[config.mk]
export PLATFORM = sky130hd
export DESIGN_NAME = ism_ctrl
export DESIGN_NICKNAME = d
export VERILOG_FILES = /design/src/design/ism_pkg.sv /design/src/design/ism_ctrl.sv
export SDC_FILE = /design/constraint.sdc
export NUM_CORES = 1
export LEC_CHECK = 0
export ABC_AREA = 1
export BUFFER_PORTS_ARGS = -buffer_cell sky130_fd_sc_hd__buf_2
export CAP_MARGIN = 0
export CORE_AREA = 2 2 39 41
export DETAILED_ROUTE_END_ITERATION = 10
export DIE_AREA = 0 0 41 43
export GPL_TIMING_DRIVEN = 0
export PLACE_DENSITY = 0.53
export SLEW_MARGIN = 25
export SYNTH_ARGS = -nofsm -noshare
export SYNTH_HDL_FRONTEND = slang
export SYNTH_SLANG_ARGS = --single-unit
[constraint.sdc]
create_clock -name i_clk -period 1.15 [get_ports i_clk]
set_input_delay 0.2875 -clock i_clk [delete_from_list [all_inputs] [get_ports i_clk]]
set_output_delay 0.2875 -clock i_clk [all_outputs]
set_load 0.1 [all_outputs]
[src/design/ism_pkg.sv]
// shared types and constants of the interval set block
// no dependencies; taken in by the result interface, the controller, the datapath and the top level

package ism_pkg;

    // hit counter width and its saturation value
    localparam int HIT_W = 32;
    typedef logic [HIT_W-1:0] t_hits;
    localparam t_hits HIT_MAX = '1;

    // result status codes
    typedef logic [1:0] t_status;
    localparam t_status STS_OK       = 2'd0;
    localparam t_status STS_FULL     = 2'd1;
    localparam t_status STS_REVERSED = 2'd2;

    // item modes
    localparam logic MODE_LOAD  = 1'b0;
    localparam logic MODE_QUERY = 1'b1;

    // controller states
    typedef enum logic [2:0] {
        ST_CLEAR,
        ST_IDLE,
        ST_SCAN,
        ST_DRAIN,
        ST_FIN,
        ST_FIN2,
        ST_DONE
    } t_state;

    // controller to datapath commands
    typedef struct packed {
        logic in_ready;
        logic capture;
        logic clr_wr;
        logic cnt_inc;
        logic cnt_rst;
        logic scan_rd;
        logic fin;
        logic fin2;
        logic load_out;
    } t_ctrl_cmd;

    // datapath to controller status
    typedef struct packed {
        logic in_valid;
        logic cnt_last;
        logic reject;
        logic pipe_busy;
        logic out_full;
        logic out_ready;
    } t_ctrl_sts;

endpackage

[src/design/ism_ctrl.sv]
// controller of the interval set block: sequences clearing, scan, drain and write-back
// depends on ism_pkg for the state enum and the command and status structs

module ism_ctrl (
    input  logic              i_clk,
    input  logic              i_rst_n,
    input  ism_pkg::t_ctrl_sts i_sts,
    output ism_pkg::t_ctrl_cmd o_cmd
);
    import ism_pkg::*;

    t_state r_state;
    t_state n_state;

    // state register
    always_ff @(posedge i_clk) begin
        if (!i_rst_n) begin
            r_state <= ST_CLEAR;
        end else begin
            r_state <= n_state;
        end
    end

    // next state
    always_comb begin
        n_state = r_state;
        case (r_state)
            ST_CLEAR: begin
                if (i_sts.cnt_last) n_state = ST_IDLE;
            end
            ST_IDLE: begin
                if (i_sts.in_valid) n_state = ST_SCAN;
            end
            ST_SCAN: begin
                if (i_sts.reject) begin
                    n_state = ST_DONE;
                end else if (i_sts.cnt_last) begin
                    n_state = ST_DRAIN;
                end
            end
            ST_DRAIN: begin
                if (!i_sts.pipe_busy) n_state = ST_FIN;
            end
            ST_FIN: begin
                n_state = ST_FIN2;
            end
            ST_FIN2: begin
                n_state = ST_DONE;
            end
            ST_DONE: begin
                if (!i_sts.out_full || i_sts.out_ready) n_state = ST_IDLE;
            end
            default: begin
                n_state = ST_IDLE;
            end
        endcase
    end

    // command outputs
    always_comb begin
        o_cmd = '0;
        case (r_state)
            ST_CLEAR: begin
                o_cmd.clr_wr = 1'b1;
                if (i_sts.cnt_last) begin
                    o_cmd.cnt_rst = 1'b1;
                end else begin
                    o_cmd.cnt_inc = 1'b1;
                end
            end
            ST_IDLE: begin
                o_cmd.in_ready = 1'b1;
                o_cmd.capture  = i_sts.in_valid;
            end
            ST_SCAN: begin
                if (!i_sts.reject) begin
                    o_cmd.scan_rd = 1'b1;
                    if (i_sts.cnt_last) begin
                        o_cmd.cnt_rst = 1'b1;
                    end else begin
                        o_cmd.cnt_inc = 1'b1;
                    end
                end
            end
            ST_DRAIN: begin
                o_cmd = '0;
            end
            ST_FIN: begin
                o_cmd.fin = 1'b1;
            end
            ST_FIN2: begin
                o_cmd.fin2 = 1'b1;
            end
            ST_DONE: begin
                o_cmd.load_out = !i_sts.out_full || i_sts.out_ready;
            end
            default: begin
                o_cmd = '0;
            end
        endcase
    end

    // an accepted beat always starts a scan
    a_accept_scan: assert property (@(posedge i_clk) disable iff (!i_rst_n)
        (i_sts.in_valid && o_cmd.in_ready) |=> (r_state == ST_SCAN))
        else $error("accepted beat did not start a scan");

    // a result never overwrites one that is still waiting
    a_no_overwrite: assert property (@(posedge i_clk) disable iff (!i_rst_n)
        o_cmd.load_out |-> (!i_sts.out_full || i_sts.out_ready))
        else $error("result register overwritten");

    // write-back only once the scan pipeline has emptied
    a_fin_after_drain: assert property (@(posedge i_clk) disable iff (!i_rst_n)
        (r_state == ST_FIN) |-> !i_sts.pipe_busy)
        else $error("write-back with scan still in flight");

endmodule

==> reports/qor.yml <==
cp-start-kind: "flop"
detail_route.wl_per_cell_um: 9.881
synth_cells: 65
drv_cap: 0
ant_nets: 0
ys.flop_type: "dfxtp_1"
gp_congestion: 0.7977
regMostFlops: "r_state"
yosys_warnings: 0
yosysMostFrequentCell: "nor2_1"
synthesis.nets: 74
hold_viol: 0
design_area_sq_um: 835.8
rrSetupSlack_ps: -70
min_period_ps: 1517
grt_pass1_vias: 445
required_ps: 860
multi_input_area_sq_um: 342.8
dr.pass1.iters: 2
grt_pass1_wl_um: 1835
nFillCells: 140
wirelength_um: 1077
worst-path-max-fanout: 7
area.sequential_sq_um: 71.32
cts_tree: "built"
synth_top_area_frac: 0.1791
avgSynthCellArea_sq_um: 5.159
max_freq_mhz: 659.3
async_flop_share: 0
grt-ovfl-total: 0
hold_buffers: 0
post_dp_cell_area_sq_um: 528.0
die_area_sq_um: 1763
drc: 0
area.growth.synth_to_final_pct: 149.3
setup_violations: 12
vias: 487
ys_ff_latch: 3
synth_largest_area_cell: "dfxtp_1"
grt_max_degree: 8
clock-sinks: 3
rsz0062_at_grt: "true"
root_buffer: "clkbuf_4"
core_sq_um: 1384
setup_slack_ps: -366.7
synth_cell_types: 14
synth_area_leaders: "dfxtp_1, nor2_1, inv_1, nand2_1, nand3_1"
port-buffer-count: 16
outcome: "finished with violations"
synthesis.area_sq_um: 335.3
antenna_found_initial: 0
drive_gt1_frac: 0.6667
hp-class: "input port to flop"
rows: 14
dp_hpwl_um: 739.3
ios: 17
cp-end-kind: "output pin"
yosysSeqAreaShare: 0.1791
critPathArrivalTime_ps: 1230
maxSlewViolCount: 0
viasPerCell: 4.468
relSlewSlack: 0.8372
largest_registers: "r_state x3"
crit_type: "flop to output pin"
die_height_um: 43
cts_buffers: 3
h-tree-depth: 1
start_util: 0.2423
grtUsageTotal: 0.1506
diodes: 0
max_slew.worst_pin.slew_ps: 243.3
path_clk_slew_ps: 40
largest_reg_flops: 3
fin_skew_ps: 0.3572
clockBufferDepth: 2
clk_latency_ps: 230
final.period_utilization: 1.319
fin_nets: 103
drtIter0Drc: 6
synth_edf_count: 0
die_w_um: 41
synth_commonest_cells: "nor2_1, inv_1, nand2_1"
violations: "negative setup slack"
[final timing paths]
| kind | cells past startpoint | end | startpoint |
|---|---|---|---|
| max | 4 | o_cmd[4] | r_state[0] |
| min reg2reg | 2 | r_state[1] | r_state[1] |
| max reg2reg | 8 | r_state[1] | r_state[1] |
| min | 3 | r_state[2] | i_rst_n |
[logic make-up after synthesis]
logic type | Yosys count | share of synthesized area
compound gates | 5 | 0.07461
fa+ha+maj | 1 | 0.03731
flops | 3 | 0.1791
simple gates | 38 | 0.5075
buf+inv | 18 | 0.2015
[layout by cell type (no fill, tap or decap), types with 2 or more instances in the layout]
cell / synthesis / final
clkbuf_4: 0 / 3
buf_6: 0 / 2
nor2_2: 0 / 3
inv_1: 14 / 8
nor2_1: 15 / 8
nand2_4: 0 / 2
clkinvlp_4: 0 / 4
buf_2: 0 / 7
nand3_1: 5 / 2
inv_4: 0 / 2
nand3_2: 1 / 3
nand2_2: 1 / 3
nor2_4: 1 / 5
inv_2: 4 / 3
nand2_1: 12 / 7
dfxtp_4: 0 / 3
buf_4: 0 / 6
buf_12: 0 / 9
[layer usage]
metal  vias to the layer above  track usage  routed length, um
li1                        254            -                  -
met1                       217       0.1961                451
met2                        16       0.2313                573
met3                         0      0.04712                 52
met4                         0      0.04000                  0
met5                         -            0                  0
[metrics by stage]
| stage | instances | hold slack (ps) | TNS (ps) | worst slack (ps) | util |
|---|---|---|---|---|---|
| floorplan | 65 | 392.3 | -2148 | -343.9 | - |
| global placement | 97 | 523.9 | -3150 | -391.9 | 0.3816 |
| detailed placement | 97 | 526.1 | -3256 | -391.1 | 0.3816 |
| CTS | 108 | 273.4 | -3121 | -392.0 | 0.5841 |
| global route | 109 | 298.0 | -3745 | -413.6 | 0.6040 |
| finish | 109 | 277.2 | -3075 | -366.7 | 0.6040 |
[worst max-delay path, cell delays in order, from the launching register on]
cell and delay, ps:
dfxtp_4 380, nor2_4 140, nand2_2 110, a21oi_4 180, buf_12 190
[final cells by class]
class	count	area share
tap	16	0.02395
multi-input combinational	44	0.4102
inverter	18	0.1108
clock buffer	4	0.03144
timing repair buffer	24	0.3383
sequential	3	0.08533
[timing repair]
item,4_1_cts,5_1_grt
pin swaps,10,1
endpoints found under the setup margin,12,12
buffers inserted,7,1
gates resized for setup,55,5
Power is not shown: default switching activity piles up to over one toggle a cycle in this logic, so the estimate is an artifact.
